$ cat src/ufb_pkg.sv
// Shared types and constants for the UDP/IPv4 frame builder.
// No dependencies; imported by every module of the block.
`default_nettype none

package ufb_pkg;

   // Frame limits and field widths
   localparam int unsigned MAX_PAYLOAD = 1400;
   localparam int unsigned LEN_W       = 11;
   localparam int unsigned HDR_BYTES   = 42;
   localparam int unsigned IDX_W       = $clog2(HDR_BYTES);
   localparam int unsigned CSUM_W      = 19;

   // Input opcodes
   localparam logic OP_START   = 1'b0;
   localparam logic OP_PAYLOAD = 1'b1;

   // Configuration register indexes
   localparam int unsigned CSR_IDX_W = 2;
   localparam logic [CSR_IDX_W-1:0] CSR_LOCAL_MAC   = 2'd0;
   localparam logic [CSR_IDX_W-1:0] CSR_GATEWAY_MAC = 2'd1;
   localparam logic [CSR_IDX_W-1:0] CSR_SOURCE_IP   = 2'd2;

   // Register reset values
   localparam logic [47:0] LOCAL_MAC_RST   = 48'h0;
   localparam logic [47:0] GATEWAY_MAC_RST = 48'd90525193470466;
   localparam logic [31:0] SOURCE_IP_RST   = 32'h0A00020F;

   // Ephemeral port range
   localparam logic [15:0] EPH_MIN = 16'd49152;
   localparam logic [15:0] EPH_MAX = 16'd65535;

   // Header constants
   localparam logic [15:0] ETHERTYPE_IPV4 = 16'h0800;
   localparam logic [7:0]  IP_VER_IHL     = 8'h45;
   localparam logic [7:0]  IP_TTL         = 8'd64;
   localparam logic [7:0]  IP_PROTO_UDP   = 8'd17;
   localparam logic [15:0] IP_UDP_HDR_LEN = 16'd28;
   localparam logic [15:0] UDP_HDR_LEN    = 16'd8;
   // Constant part of the IPv4 checksum: 0x4500 + 0x4011 + 28 (length offset)
   localparam logic [CSUM_W-1:0] CSUM_SEED = CSUM_W'(32'h4500 + 32'h4011 + 32'd28);

   // Command queue and result queue depths
   localparam int unsigned CMD_DEPTH = 2;
   localparam int unsigned CMD_PTR_W = $clog2(CMD_DEPTH);
   localparam int unsigned CMD_CNT_W = $clog2(CMD_DEPTH + 1);
   localparam int unsigned OUT_DEPTH = 2;
   localparam int unsigned OUT_PTR_W = $clog2(OUT_DEPTH);
   localparam int unsigned OUT_CNT_W = $clog2(OUT_DEPTH + 1);

   typedef enum logic [1:0] {
      CMD_HDR,
      CMD_DATA,
      CMD_ERR
   } cmd_kind_type;

   typedef struct packed {
      cmd_kind_type     kind;
      logic [31:0]      dest_ip;
      logic [15:0]      dest_port;
      logic [15:0]      source_port;
      logic [LEN_W-1:0] payload_len;
      logic [7:0]       data;
      logic             last;
   } cmd_type;

   typedef struct packed {
      logic [7:0] frame_byte;
      logic       last;
      logic       error;
   } rsp_type;

   typedef struct packed {
      logic [47:0] local_mac;
      logic [47:0] gateway_mac;
      logic [31:0] source_ip;
   } cfg_type;

endpackage

`default_nettype wire

$ cat src/ufb_front.sv
// Front end: accepts request beats, checks them and turns them into commands.
// Holds the open-frame byte count and the ephemeral port counter. Uses ufb_pkg.
`default_nettype none

module ufb_front
   import ufb_pkg::*;
(
   input  wire logic             clock,
   input  wire logic             reset,
   input  wire logic             req_push,
   input  wire logic             req_opcode,
   input  wire logic [31:0]      req_dest_ip,
   input  wire logic [15:0]      req_dest_port,
   input  wire logic [15:0]      req_source_port,
   input  wire logic [LEN_W-1:0] req_payload_len,
   input  wire logic [7:0]       req_payload_byte,
   input  wire logic             cmd_full,
   output logic                  cmd_push,
   output cmd_type               cmd_data
);

   logic [LEN_W-1:0] rem_ff, rem_in;
   logic [15:0]      eph_ff, eph_in;
   logic             bad_start;

   assign cmd_push  = req_push && !cmd_full;
   assign bad_start = (req_payload_len > LEN_W'(MAX_PAYLOAD)) || (req_dest_port == 16'd0) ||
                      (req_dest_ip == 32'd0) || (rem_ff != '0);

   always_comb begin
      rem_in                  = rem_ff;
      eph_in                  = eph_ff;
      cmd_data                = '0;
      cmd_data.kind           = CMD_ERR;
      cmd_data.dest_ip        = req_dest_ip;
      cmd_data.dest_port      = req_dest_port;
      cmd_data.source_port    = req_source_port;
      cmd_data.payload_len    = req_payload_len;
      cmd_data.data           = req_payload_byte;
      if (req_opcode == OP_PAYLOAD) begin
         if (rem_ff != '0) begin
            cmd_data.kind = CMD_DATA;
            cmd_data.last = (rem_ff == LEN_W'(1));
            rem_in        = rem_ff - LEN_W'(1);
         end
      end else if (!bad_start) begin
         cmd_data.kind = CMD_HDR;
         rem_in        = req_payload_len;
         if (req_source_port == 16'd0) begin
            cmd_data.source_port = eph_ff;
            eph_in = (eph_ff == EPH_MAX) ? EPH_MIN : eph_ff + 16'd1;
         end
      end
   end

   always_ff @(posedge clock) begin
      if (reset) begin
         rem_ff <= '0;
         eph_ff <= EPH_MIN;
      end else if (cmd_push) begin
         rem_ff <= rem_in;
         eph_ff <= eph_in;
      end
   end

endmodule

`default_nettype wire

$ cat src/ufb_cmd_queue.sv
// Short command queue between the front end and the header sequencer.
// Register storage, full flag from the count. Uses ufb_pkg.
`default_nettype none

module ufb_cmd_queue
   import ufb_pkg::*;
(
   input  wire logic clock,
   input  wire logic reset,
   input  wire logic push,
   input  cmd_type   push_data,
   input  wire logic pop,
   output logic      full,
   output logic      empty,
   output cmd_type   head
);

   cmd_type                slot_ff [CMD_DEPTH];
   logic [CMD_PTR_W-1:0]   wr_ff, rd_ff;
   logic [CMD_CNT_W-1:0]   cnt_ff;

   assign full  = (cnt_ff == CMD_CNT_W'(CMD_DEPTH));
   assign empty = (cnt_ff == '0);
   assign head  = slot_ff[rd_ff];

   always_ff @(posedge clock) begin
      if (push) begin
         slot_ff[wr_ff] <= push_data;
      end
   end

   always_ff @(posedge clock) begin
      if (reset) begin
         wr_ff  <= '0;
         rd_ff  <= '0;
         cnt_ff <= '0;
      end else begin
         if (push) begin
            wr_ff <= (wr_ff == CMD_PTR_W'(CMD_DEPTH - 1)) ? '0 : wr_ff + CMD_PTR_W'(1);
         end
         if (pop) begin
            rd_ff <= (rd_ff == CMD_PTR_W'(CMD_DEPTH - 1)) ? '0 : rd_ff + CMD_PTR_W'(1);
         end
         if (push && !pop) begin
            cnt_ff <= cnt_ff + CMD_CNT_W'(1);
         end else if (pop && !push) begin
            cnt_ff <= cnt_ff - CMD_CNT_W'(1);
         end
      end
   end

endmodule

`default_nettype wire

$ cat src/ufb_back.sv
// Back end: expands header commands into 42 bytes, passes data and error beats.
// Folds the IPv4 checksum over the first header bytes. Uses ufb_pkg.
`default_nettype none

module ufb_back
   import ufb_pkg::*;
(
   input  wire logic clock,
   input  wire logic reset,
   input  cfg_type   cfg,
   input  wire logic cmd_empty,
   input  cmd_type   cmd_head,
   input  wire logic out_room,
   output logic      cmd_pop,
   output logic      out_push,
   output rsp_type   out_data
);

   typedef enum logic [1:0] {
      BK_IDLE = 2'b01,
      BK_HDR  = 2'b10
   } back_state_type;

   localparam logic [IDX_W-1:0] LAST_IDX = IDX_W'(HDR_BYTES - 1);

   back_state_type    state_ff, state_in;
   logic [IDX_W-1:0]  idx_ff, idx_in;
   logic [CSUM_W-1:0] sum_ff, sum_in;
   logic [31:0]       dip_ff;
   logic [15:0]       dport_ff, sport_ff;
   logic [LEN_W-1:0]  len_ff;
   logic              load;
   logic [15:0]       tot_len, udp_len, csum;
   logic [7:0]        hdr_byte;

   assign tot_len = 16'(len_ff) + IP_UDP_HDR_LEN;
   assign udp_len = 16'(len_ff) + UDP_HDR_LEN;
   assign csum    = ~sum_ff[15:0];

   always_comb begin
      case (idx_ff)
         6'd0:    hdr_byte = cfg.gateway_mac[47:40];
         6'd1:    hdr_byte = cfg.gateway_mac[39:32];
         6'd2:    hdr_byte = cfg.gateway_mac[31:24];
         6'd3:    hdr_byte = cfg.gateway_mac[23:16];
         6'd4:    hdr_byte = cfg.gateway_mac[15:8];
         6'd5:    hdr_byte = cfg.gateway_mac[7:0];
         6'd6:    hdr_byte = cfg.local_mac[47:40];
         6'd7:    hdr_byte = cfg.local_mac[39:32];
         6'd8:    hdr_byte = cfg.local_mac[31:24];
         6'd9:    hdr_byte = cfg.local_mac[23:16];
         6'd10:   hdr_byte = cfg.local_mac[15:8];
         6'd11:   hdr_byte = cfg.local_mac[7:0];
         6'd12:   hdr_byte = ETHERTYPE_IPV4[15:8];
         6'd13:   hdr_byte = ETHERTYPE_IPV4[7:0];
         6'd14:   hdr_byte = IP_VER_IHL;
         6'd16:   hdr_byte = tot_len[15:8];
         6'd17:   hdr_byte = tot_len[7:0];
         6'd22:   hdr_byte = IP_TTL;
         6'd23:   hdr_byte = IP_PROTO_UDP;
         6'd24:   hdr_byte = csum[15:8];
         6'd25:   hdr_byte = csum[7:0];
         6'd26:   hdr_byte = cfg.source_ip[31:24];
         6'd27:   hdr_byte = cfg.source_ip[23:16];
         6'd28:   hdr_byte = cfg.source_ip[15:8];
         6'd29:   hdr_byte = cfg.source_ip[7:0];
         6'd30:   hdr_byte = dip_ff[31:24];
         6'd31:   hdr_byte = dip_ff[23:16];
         6'd32:   hdr_byte = dip_ff[15:8];
         6'd33:   hdr_byte = dip_ff[7:0];
         6'd34:   hdr_byte = sport_ff[15:8];
         6'd35:   hdr_byte = sport_ff[7:0];
         6'd36:   hdr_byte = dport_ff[15:8];
         6'd37:   hdr_byte = dport_ff[7:0];
         6'd38:   hdr_byte = udp_len[15:8];
         6'd39:   hdr_byte = udp_len[7:0];
         default: hdr_byte = 8'h00;
      endcase
   end

   always_comb begin
      state_in = state_ff;
      idx_in   = idx_ff;
      sum_in   = sum_ff;
      load     = 1'b0;
      cmd_pop  = 1'b0;
      out_push = 1'b0;
      out_data = '0;
      case (state_ff)
         BK_IDLE: begin
            if (!cmd_empty && out_room) begin
               cmd_pop = 1'b1;
               case (cmd_head.kind)
                  CMD_HDR: begin
                     load     = 1'b1;
                     state_in = BK_HDR;
                     idx_in   = '0;
                     sum_in   = CSUM_SEED + CSUM_W'(cmd_head.payload_len);
                  end
                  CMD_DATA: begin
                     out_push            = 1'b1;
                     out_data.frame_byte = cmd_head.data;
                     out_data.last       = cmd_head.last;
                  end
                  default: begin
                     out_push       = 1'b1;
                     out_data.last  = 1'b1;
                     out_data.error = 1'b1;
                  end
               endcase
            end
         end
         BK_HDR: begin
            if (out_room) begin
               out_push            = 1'b1;
               out_data.frame_byte = hdr_byte;
               out_data.last       = (idx_ff == LAST_IDX) && (len_ff == '0);
               idx_in              = idx_ff + IDX_W'(1);
               // checksum: add address words, then fold the carries twice
               case (idx_ff)
                  6'd0:    sum_in = sum_ff + CSUM_W'(cfg.source_ip[31:16]);
                  6'd1:    sum_in = sum_ff + CSUM_W'(cfg.source_ip[15:0]);
                  6'd2:    sum_in = sum_ff + CSUM_W'(dip_ff[31:16]);
                  6'd3:    sum_in = sum_ff + CSUM_W'(dip_ff[15:0]);
                  6'd4,
                  6'd5:    sum_in = CSUM_W'(sum_ff[15:0]) + CSUM_W'(sum_ff[CSUM_W-1:16]);
                  default: sum_in = sum_ff;
               endcase
               if (idx_ff == LAST_IDX) begin
                  state_in = BK_IDLE;
               end
            end
         end
         default: state_in = BK_IDLE;
      endcase
   end

   always_ff @(posedge clock) begin
      if (reset) begin
         state_ff <= BK_IDLE;
      end else begin
         state_ff <= state_in;
      end
   end

   always_ff @(posedge clock) begin
      idx_ff <= idx_in;
      sum_ff <= sum_in;
      if (load) begin
         dip_ff   <= cmd_head.dest_ip;
         dport_ff <= cmd_head.dest_port;
         sport_ff <= cmd_head.source_port;
         len_ff   <= cmd_head.payload_len;
      end
   end

endmodule

`default_nettype wire

$ cat src/ufb_out_queue.sv
// Result queue that parts the back end from the response port.
// Room is offered when a slot is free or the head leaves this cycle. Uses ufb_pkg.
`default_nettype none

module ufb_out_queue
   import ufb_pkg::*;
(
   input  wire logic clock,
   input  wire logic reset,
   input  wire logic push,
   input  rsp_type   push_data,
   input  wire logic pop,
   output logic      room,
   output logic      empty,
   output rsp_type   head
);

   rsp_type              slot_ff [OUT_DEPTH];
   logic [OUT_PTR_W-1:0] wr_ff, rd_ff;
   logic [OUT_CNT_W-1:0] cnt_ff;
   logic                 pop_ok;

   assign empty  = (cnt_ff == '0);
   assign pop_ok = pop && !empty;
   assign room   = (cnt_ff != OUT_CNT_W'(OUT_DEPTH)) || pop_ok;
   assign head   = slot_ff[rd_ff];

   always_ff @(posedge clock) begin
      if (push) begin
         slot_ff[wr_ff] <= push_data;
      end
   end

   always_ff @(posedge clock) begin
      if (reset) begin
         wr_ff  <= '0;
         rd_ff  <= '0;
         cnt_ff <= '0;
      end else begin
         if (push) begin
            wr_ff <= (wr_ff == OUT_PTR_W'(OUT_DEPTH - 1)) ? '0 : wr_ff + OUT_PTR_W'(1);
         end
         if (pop_ok) begin
            rd_ff <= (rd_ff == OUT_PTR_W'(OUT_DEPTH - 1)) ? '0 : rd_ff + OUT_PTR_W'(1);
         end
         if (push && !pop_ok) begin
            cnt_ff <= cnt_ff + OUT_CNT_W'(1);
         end else if (pop_ok && !push) begin
            cnt_ff <= cnt_ff - OUT_CNT_W'(1);
         end
      end
   end

endmodule

`default_nettype wire

$ cat src/udp_ipv4_frame_builder_top.sv
// UDP/IPv4/Ethernet frame builder, top level: configuration registers and
// the front end, command queue, header sequencer and result queue. Uses ufb_pkg.
//
// Usage:
//  - csr_*: write local MAC (0), gateway MAC (1) or source IP (2); always ready.
//    Write only while no frame bytes are pending.
//  - req_*: push a start beat (opcode 0) or a payload beat (opcode 1) when
//    req_full is low. A bad start or a payload beat with no open frame
//    gives one error beat (byte 0, last and error set).
//  - rsp_*: the oldest result beat sits on the ports while rsp_empty is low;
//    rsp_pop takes it.
// A payload or error beat passes the command queue and then the result queue
// before it shows on rsp_*. A good start gives 42 header bytes at one per cycle
// while the result queue has room; the sequencer loads the start, then sends them.
// Throughput: payload beats stream at one per cycle while the result queue has
// room; the front end fills its two-entry command queue while the header is sent.
// Reset: queues empty, no frame open, ephemeral port back to 49152, registers
// to their defaults. When rsp_pop stays low, the result queue fills, the
// sequencer holds, and req_full rises once the command queue is full.
`default_nettype none

module udp_ipv4_frame_builder_top
   import ufb_pkg::*;
(
   input  wire logic                 clock,
   input  wire logic                 reset,
   input  wire logic                 csr_valid,
   output logic                      csr_ready,
   input  wire logic [CSR_IDX_W-1:0] csr_index,
   input  wire logic [47:0]          csr_wdata,
   input  wire logic                 req_push,
   output logic                      req_full,
   input  wire logic                 req_opcode,
   input  wire logic [31:0]          req_dest_ip,
   input  wire logic [15:0]          req_dest_port,
   input  wire logic [15:0]          req_source_port,
   input  wire logic [LEN_W-1:0]     req_payload_len,
   input  wire logic [7:0]           req_payload_byte,
   output logic                      rsp_empty,
   input  wire logic                 rsp_pop,
   output logic [7:0]                rsp_frame_byte,
   output logic                      rsp_last,
   output logic                      rsp_error
);

   cfg_type cfg_ff;
   cmd_type cmd_in_data, cmd_head;
   rsp_type out_data, rsp_head;
   logic    cmd_push, cmd_full, cmd_empty, cmd_pop;
   logic    out_push, out_room;

   assign csr_ready = 1'b1;

   always_ff @(posedge clock) begin
      if (reset) begin
         cfg_ff.local_mac   <= LOCAL_MAC_RST;
         cfg_ff.gateway_mac <= GATEWAY_MAC_RST;
         cfg_ff.source_ip   <= SOURCE_IP_RST;
      end else if (csr_valid && csr_ready) begin
         case (csr_index)
            CSR_LOCAL_MAC:   cfg_ff.local_mac   <= csr_wdata;
            CSR_GATEWAY_MAC: cfg_ff.gateway_mac <= csr_wdata;
            CSR_SOURCE_IP:   cfg_ff.source_ip   <= csr_wdata[31:0];
            default: ;
         endcase
      end
   end

   ufb_front u_front (
      .clock            (clock),
      .reset            (reset),
      .req_push         (req_push),
      .req_opcode       (req_opcode),
      .req_dest_ip      (req_dest_ip),
      .req_dest_port    (req_dest_port),
      .req_source_port  (req_source_port),
      .req_payload_len  (req_payload_len),
      .req_payload_byte (req_payload_byte),
      .cmd_full         (cmd_full),
      .cmd_push         (cmd_push),
      .cmd_data         (cmd_in_data)
   );

   assign req_full = cmd_full;

   ufb_cmd_queue u_cmdq (
      .clock     (clock),
      .reset     (reset),
      .push      (cmd_push),
      .push_data (cmd_in_data),
      .pop       (cmd_pop),
      .full      (cmd_full),
      .empty     (cmd_empty),
      .head      (cmd_head)
   );

   ufb_back u_back (
      .clock     (clock),
      .reset     (reset),
      .cfg       (cfg_ff),
      .cmd_empty (cmd_empty),
      .cmd_head  (cmd_head),
      .out_room  (out_room),
      .cmd_pop   (cmd_pop),
      .out_push  (out_push),
      .out_data  (out_data)
   );

   ufb_out_queue u_outq (
      .clock     (clock),
      .reset     (reset),
      .push      (out_push),
      .push_data (out_data),
      .pop       (rsp_pop),
      .room      (out_room),
      .empty     (rsp_empty),
      .head      (rsp_head)
   );

   assign rsp_frame_byte = rsp_head.frame_byte;
   assign rsp_last       = rsp_head.last;
   assign rsp_error      = rsp_head.error;

   // error beats always close with a zero byte
   a_err_beat: assert property (@(posedge clock) disable iff (reset)
      (!rsp_empty && rsp_error) |-> (rsp_last && rsp_frame_byte == 8'h00))
      else $error("error beat without last or with nonzero byte");

   a_reset_state: assert property (@(posedge clock)
      reset |=> (rsp_empty && !req_full))
      else $error("queues not empty after reset");

   a_cmd_pop: assert property (@(posedge clock) disable iff (reset)
      cmd_pop |-> (!cmd_empty && out_room))
      else $error("command popped from empty queue or without result room");

   a_out_push: assert property (@(posedge clock) disable iff (reset)
      out_push |-> out_room)
      else $error("result pushed without room");

endmodule

`default_nettype wire
$ cat config.mk
export PLATFORM = sky130hd
export DESIGN_NAME = udp_ipv4_frame_builder_top
export DESIGN_NICKNAME = d
export VERILOG_FILES = /design/src/ufb_pkg.sv /design/src/ufb_front.sv /design/src/ufb_cmd_queue.sv /design/src/ufb_back.sv /design/src/ufb_out_queue.sv /design/src/udp_ipv4_frame_builder_top.sv
export SDC_FILE = /design/constraint.sdc
export NUM_CORES = 1
export LEC_CHECK = 0
export ABC_AREA = 1
export ABC_CLOCK_PERIOD_IN_PS = 11850
export BUFFER_PORTS_ARGS = -buffer_cell sky130_fd_sc_hd__buf_4
export CAP_MARGIN = 40
export CORE_ASPECT_RATIO = 0.75
export CORE_MARGIN = 1.5
export CORE_UTILIZATION = 50
export DETAILED_ROUTE_END_ITERATION = 7
export PLACE_DENSITY = 0.69
export SLEW_MARGIN = 20
export SYNTH_ARGS = -nofsm -noshare
export SYNTH_HDL_FRONTEND = slang
export SYNTH_SLANG_ARGS = --single-unit
$ cat constraint.sdc
create_clock -name clock -period 11.85 [get_ports clock]
set_clock_uncertainty 0.05 [all_clocks]
set_input_delay 0.5925 -clock clock [delete_from_list [all_inputs] [get_ports clock]]
set_output_delay 0.5925 -clock clock [all_outputs]
set_load 0.005 [all_outputs]
==> impl_metrics.yaml, run 1 <==
clock_network:
  cts_inserted_buffers: 46
  cts-root-to-sink-buffers: 3
  cts_hold_repair.buffers: 0
  cts_tree: "yes"
  post_cts_buffers: 0
  cts_sinks: 459
  worstSkewPairLatency_ns: 0.58
  cts.root.buffer_cell: "clkbuf_16"
  post_cts_sizing: 0
  cts.clk_slew.worst_paths_ns: 0.06
  htreeDepth: 2
critical_path:
  crit_path_start_kind: "flip-flop"
  worst_r2r_endpoint: "u_back.sum_ff[16]"
  critPathArrivalTime_ns: 5.51
  cpPeakStageDelay_ns: 0.70
  critical_path_peak_fanout: 28
  timing.rr.start: "u_back.idx_ff[4]"
  rr_worst_depth: 17
  crit_path_frequent_cell: "nand2_1"
  flop_to_flop_setup_slack_ns: 6.61
  critical_path.cell_chain: "nor2_4 > nand3_1 > nand2_1 > nor2_2 > inv_1 > nor2_1 > a21oi_1 > fa_1 > nand2_1 > nand2_1 > o21ai_0 > o21ai_0 > nand3_1 > nand2_1 > nand2_1 > a21oi_1 > nor2_1"
  slowest_stage: "nand3_1"
  worst_ep_required_time_ns: 12.13
  path_class: "flip-flop to flip-flop"
  critical_path.endpoint_type: "flip-flop"
timing:
  hold_viol_final: 0
  setup-violations-final: 0
  report.final.slew_viol_count: 0
  timing_worst_slew_pin_value_ns: 0.8400
  final.period_utilization_pct: 44.18
  timing.fmax_ghz: 0.1910
  rsz_0062_raised_after_global_routing: "no"
  final.setup.tns_ns: 0
  layout_min_cycle_time_ns: 5.236
  relSlewSlack_pct: 44.00
  whs_ns: 0.1577
run_status:
  failed_checks: "design-rule violations"
  run_status: "finished with violations"
worst_hold_path:
  hp-class: "input port to flip-flop"
  hold_path_end: "u_cmdq.slot_ff[0][4]"
  hold-path-cell-count: 1
  hp-start: "req_payload_byte[3]"
floorplanning:
  top_level_ports: 152
  initial_utilization_pct: 50.63
  floorplan.die_area_um2: 46450
  row_count: 67
  floorplan.core_area_um2: 44600
  die_h_um: 187.0
  die-width_um: 248.4
global_routing:
  grt_overflow_total: 0
  global_route.peak_usage_layer: "met1"
  grt.met2_usage_pct: 46.29
  globalRouteTotalUtil_pct: 32.31
  antenna_violations_before_repair: 1
  grt_met1_usage_pct: 48.02
  grtUsageMet3_pct: 8.680
  grt_max_degree: 93
  grt_pass1_wl_um: 111400
  first_global_vias: 18110
final_layout:
  layout.nets: 2908
  layout.filler_cells: 3974
  signed_area_change_from_the_synthesized_netlist_to_the_final_layout_pct: 14.74
  final_layout_size_suffix_gt1_share_pct: 14.67
  sequential_cell_area_um2: 12120
  multi_input_area_um2: 9235
  final_core_utilization_pct: 58.09
  mostFrequentLayoutCell: "nand2_1"
  most-common-layout-cells: "nand2_1 (599), nor2_1 (433), edfxtp_1 (292), inv_1 (211), o21ai_0 (197)"
synth:
  yosysTopAreaCellShare_pct: 38.84
  synthTopCellsByArea: "edfxtp_1 (39%), dfxtp_1 (15%), nand2_1 (10%)"
  postSynthNetCount: 2777
  ys_seq_elements: 459
  biggest_area_consumer_among_synthesized_cells: "edfxtp_1"
  synth_area_per_cell_um2: 8.680
  synth_enable_flop_cells: 292
  seq_area_frac_synth_pct: 53.64
  netlist_area_um2: 22580
  synth.lib_cells_used.distinct: 59
  asyncSetResetFlopFracSynth_pct: 0
  synthCells: 2601
  synth.yosys.warnings: 0
  synthFlopType: "edfxtp_1"
route:
  detailroute.via_count: 19110
  post-route-drc-count: 6
  tritonroute_pass_1_iters: 8
  totalWireLength_um: 75110
  detail_route.wl_per_cell_um: 22.39
  postRouteAntennaNets: 0
  drt-initial-drc-count: 1893
  routed_via_density: 5.698
power_and_ir_drop:
  worst_ir_drop_vdd_v: 0.0001457
  power.density_nw_per_um2: 219.7
  leakage_nw: 10.67
job:
  drv_cap: 0
placement:
  gp_routability_congestion: 1.036
  hpwl_um: 56040
  placement.io_buffers: 150
==> cell families (layout without fill, tap and decap cells) <==
| kind of cell | Yosys count | after routing | share of synthesized area, % |
|---|---|---|---|
| mux | 84 | 84 | 4.178 |
| simple gates | 1311 | 1311 | 24.65 |
| flops | 459 | 459 | 53.64 |
| other cells | 1 | 2 | 0.01661 |
| buf+inv | 318 | 484 | 5.597 |
| xor+xnor | 23 | 23 | 0.8922 |
| fa+ha+maj | 37 | 37 | 2.117 |
| compound gates | 368 | 368 | 8.906 |
==> routing by layer <==
layer / up-vias / share of wire, %
li1: 8997 / -
met2: 827 / 42
met3: 107 / 10
met5: - / 0
met1: 9179 / 45
met4: 0 / 2.5
==> flip-flops by register name, indices dropped and copies added (netlist names), named ones only <==
name,flops
u_back.state_ff,2
u_cmdq.slot_ff,172
cfg_ff,128
u_back.len_ff,11
u_back.sum_ff,19
u_outq.slot_ff,20
u_back.sport_ff,16
u_back.dport_ff,16
u_cmdq.rd_ff,1
u_outq.wr_ff,1
u_cmdq.wr_ff,1
u_back.dip_ff,32
u_front.rem_ff,11
u_back.idx_ff,6
u_outq.rd_ff,1
u_front.eph_ff,16
u_outq.cnt_ff,2
u_cmdq.cnt_ff,2
==> worst max path at each step <==
stage,startpoint,endpoint,slack [ns],cells past startpoint
finish,u_back.idx_ff[4],u_back.sum_ff[16],6.61,17
global placement,u_back.idx_ff[4],u_back.sum_ff[16],6.97,17
detailed placement,u_back.idx_ff[4],u_back.sum_ff[16],6.82,17
floorplan,req_push,u_cmdq.slot_ff[1][0],6.89,2
CTS,u_back.idx_ff[4],u_back.sum_ff[16],6.78,17
global route,u_back.idx_ff[4],u_back.sum_ff[16],6.18,17
==> synthesized netlist by cell type (3+ instances only) <==
library cell  instances
nand2_2               3
a41oi_1               7
a21oi_1             102
xor2_1               19
inv_1               212
o21ai_1               8
o21ai_0             197
nor4_1                5
dfxtp_1             167
xnor2_1               4
nor2_2               19
or2_2                 5
and2_1                3
nor2_4               10
o211ai_1              9
inv_2                 8
o2111ai_1             3
buf_4                 3
nand4_1              71
ha_1                 35
nor2_1              438
o22ai_1               9
nand3_1             121
mux2_2               82
edfxtp_1            292
clkbuf_1             61
nand3b_1              5
buf_6                 3
o21a_1                3
a31oi_1               7
nand2_1             599
buf_2                29
nor3_1               21
o21ai_2              10
==> report_power, final <==
part	switching, W	total [W]	internal (W)
Sequential	0.000201	0.00224	0.00204
Combinational	0.00131	0.00195	0.000640
Clock	0.000641	0.00150	0.000855
==> area by class of cell <==
class	instances	area share [%]
timing repair buffer	179	5.540
clock inverter	22	1.048
sequential	459	46.77
inverter	222	3.222
antenna	1	0.009660
tap	586	2.830
multi-input combinational	1824	35.65
clock buffer	61	4.931
==> critical path, delay by kind of cell, from the launching register on <==
family / cells / cell delay (ns)
AO/OA/AOI/OAI: 4 / 1.19
buffers and inverters: 1 / 0.51
AND/OR/NAND/NOR: 11 / 2.45
flip-flops: 1 / 0.51
adder cells (fa/ha/maj): 1 / 0.25
==> stage by stage <==
stage	std cells	worst slack, ns	power, W	area [um2]
2_1_floorplan	2601	6.894	0.003504	22580
3_3_place_gp	3257	6.974	0.004117	24160
3_5_place_dp	3267	6.823	0.004171	24310
4_1_cts	3350	6.783	0.005665	25860
5_1_grt	3353	6.180	0.005968	25900
6_report	3354	6.614	0.005690	25900
Power figures use the tool's default switching activity.
==> run 2, diff against run 1 <==
- ABC_CLOCK_PERIOD_IN_PS: 11850 -> 5000
- clock period: 11.85 -> 5 ns (I/O delays scaled with it)
==> run 2 against run 1 <==
  * The run still ends with design-rule violations left
  * Die area unchanged
  * Maximum frequency increased by 25%
  * Register-to-register slack got worse by 5.8 ns
  * First-iteration DRC count increased by 18%
  * Sequential cell count unchanged
  * Sequential power increased by 140%
  * Critical endpoint is now u_back.sum_ff[18]
  * Final area increased by 5.3%
  * Largest cell class unchanged
==> impl_metrics.yaml, run 2 (synthesized netlist as in run 1, its figures left out) <==
critical_path:
  slowest_stage: "edfxtp_1"
  critical_path.endpoint_type: "flip-flop"
  critPathArrivalTime_ns: 4.45
  cpPeakStageDelay_ns: 0.56
  critical_path.cell_chain: "nor2_2 > nand3_1 > inv_2 > nor2_2 > inv_1 > buf_4 > nor2_1 > a41oi_1 > ha_1 > a21oi_1 > a21boi_0 > nor2_1 > nor3_1 > nand2_1 > nand2_1 > nand2_1 > nand2_1 > nor2_1"
  worst_ep_required_time_ns: 5.27
  crit_path_frequent_cell: "nand2_1"
  crit_path_start_kind: "flip-flop"
  path_class: "flip-flop to flip-flop"
  critical_path_peak_fanout: 21
  rr_worst_depth: 18
timing:
  final.setup.tns_ns: 0
  report.final.slew_viol_count: 0
  relSlewSlack_pct: 42.87
  setup-violations-final: 0
  timing_worst_slew_pin_value_ns: 0.8561
  timing.fmax_ghz: 0.2389
  hold_viol_final: 0
  final.period_utilization_pct: 83.71
  setup_slack_ns: 0.8147
  rsz_0062_raised_after_global_routing: "no"
  layout_min_cycle_time_ns: 4.185
route:
  postRouteAntennaNets: 0
  tritonroute_pass_1_iters: 7
  detailroute.via_count: 20000
  detail_route.wl_per_cell_um: 22.80
  routed_via_density: 5.721
  post-route-drc-count: 6
  drt-initial-drc-count: 2230
  totalWireLength_um: 79700
final_layout:
  final_layout_size_suffix_gt1_share_pct: 14.17
  signed_area_change_from_the_synthesized_netlist_to_the_final_layout_pct: 20.79
  largestRegisters: "u_cmdq.slot_ff x172, cfg_ff x128, u_back.dip_ff x32"
  most-common-layout-cells: "nand2_1 (599), nor2_1 (433), edfxtp_1 (292), inv_1 (211), o21ai_0 (197)"
  layout.nets: 3046
  max_reg_flops: 172
  mostFrequentLayoutCell: "nand2_1"
  largest_register: "u_cmdq.slot_ff"
global_routing:
  grt.met2_usage_pct: 50.77
  grt_max_degree: 88
  global_route.peak_usage_layer: "met1"
  grt_met1_usage_pct: 52.11
  globalRouteTotalUtil_pct: 34.39
  antenna_violations_before_repair: 4
  grtUsageMet3_pct: 6.657
  first_global_vias: 18900
  grt_pass1_wl_um: 117900
  grt_overflow_total: 0
job:
  drv_cap: 0
placement:
  pre_cts_slack_ns: 0.9097
  hpwl_um: 58720
  gp_routability_congestion: 1.040
  placement.io_buffers: 150
clock_network:
  cts.root.buffer_cell: "clkbuf_16"
  cts_hold_repair.buffers: 132
  cts_inserted_buffers: 45
  cts_tree: "yes"
  cts-root-to-sink-buffers: 3
  post_cts_buffers: 0
  cts.clk_slew.worst_paths_ns: 0.06
  cts_sinks: 459
  post_cts_sizing: 0
  worstSkewPairLatency_ns: 0.59
  htreeDepth: 2
power_and_ir_drop:
  worst_ir_drop_vdd_v: 0.0002852
  power.density_nw_per_um2: 503.5
  leakage_nw: 11.25
worst_hold_path:
  hp-class: "input port to flip-flop"
  hold-path-cell-count: 4
floorplanning:
  die-width_um: 248.4
  row_count: 67
  floorplan.die_area_um2: 46450
  top_level_ports: 152
  initial_utilization_pct: 50.63
  die_h_um: 187.0
  floorplan.core_area_um2: 44600
run_status:
  run_status: "finished with violations"
  failed_checks: "design-rule violations"
==> run 2: where the power goes <==
part	internal [W]	switching [W]	total (W)
logic	0.00161	0.00321	0.00482
registers	0.00483	0.000506	0.00534
clock network	0.00205	0.00152	0.00357
total	0.00849	0.00524	0.0137
==> run 2: final timing paths <==
path,start,to,slack [ns]
setup reg to reg,u_back.idx_ff[2],u_back.sum_ff[18],0.81
setup / recovery,u_back.idx_ff[2],u_back.sum_ff[18],0.81
hold reg to reg,cfg_ff[80],cfg_ff[80],0.40
hold / removal,rsp_pop,u_outq.rd_ff,0.05
==> run 2: layer usage <==
layer  wire length, um  part of all wire [%]  vias up
li1                  -                     -     9269
met1             35610                    45     9617
met2             34280                    43      996
met3              8070                    10      120
met4              1737                   2.2        0
met5                 0                     0        -
==> run 2: final cells by class <==
class,count,area [um2]
fill,3775,17330
sequential,459,12120
clock inverter,24,330.3
timing repair buffer,318,2803
clock buffer,60,1212
multi-input combinational,1824,9235
antenna,3,7.507
inverter,222,834.6
tap,586,733.2
==> run 2: per-stage QoR <==
stage | cell area (um2) | power, W | std cells | hold slack, ns | utilization (%)
3_5_place_dp | 24370 | 0.01002 | 3275 | 0.3915 | 54.65
2_1_floorplan | 22580 | 0.008305 | 2601 | 0.2989 | -
6_report | 27270 | 0.01373 | 3496 | 0.04759 | 61.15
5_1_grt | 27260 | 0.01440 | 3493 | 0.08646 | 61.13
3_3_place_gp | 24260 | 0.009905 | 3267 | 0.3844 | 54.41
4_1_cts | 27240 | 0.01367 | 3491 | 0.02472 | 61.08
==> run 2: worst max-delay path, delay by kind of cell, from the launching register on <==
kind / cells / cell delay (ns)
buffers and inverters: 3 / 0.66
flip-flops: 1 / 0.56
AO/OA/AOI/OAI: 3 / 0.74
AND/OR/NAND/NOR: 11 / 1.56
adder cells (fa/ha/maj): 1 / 0.35
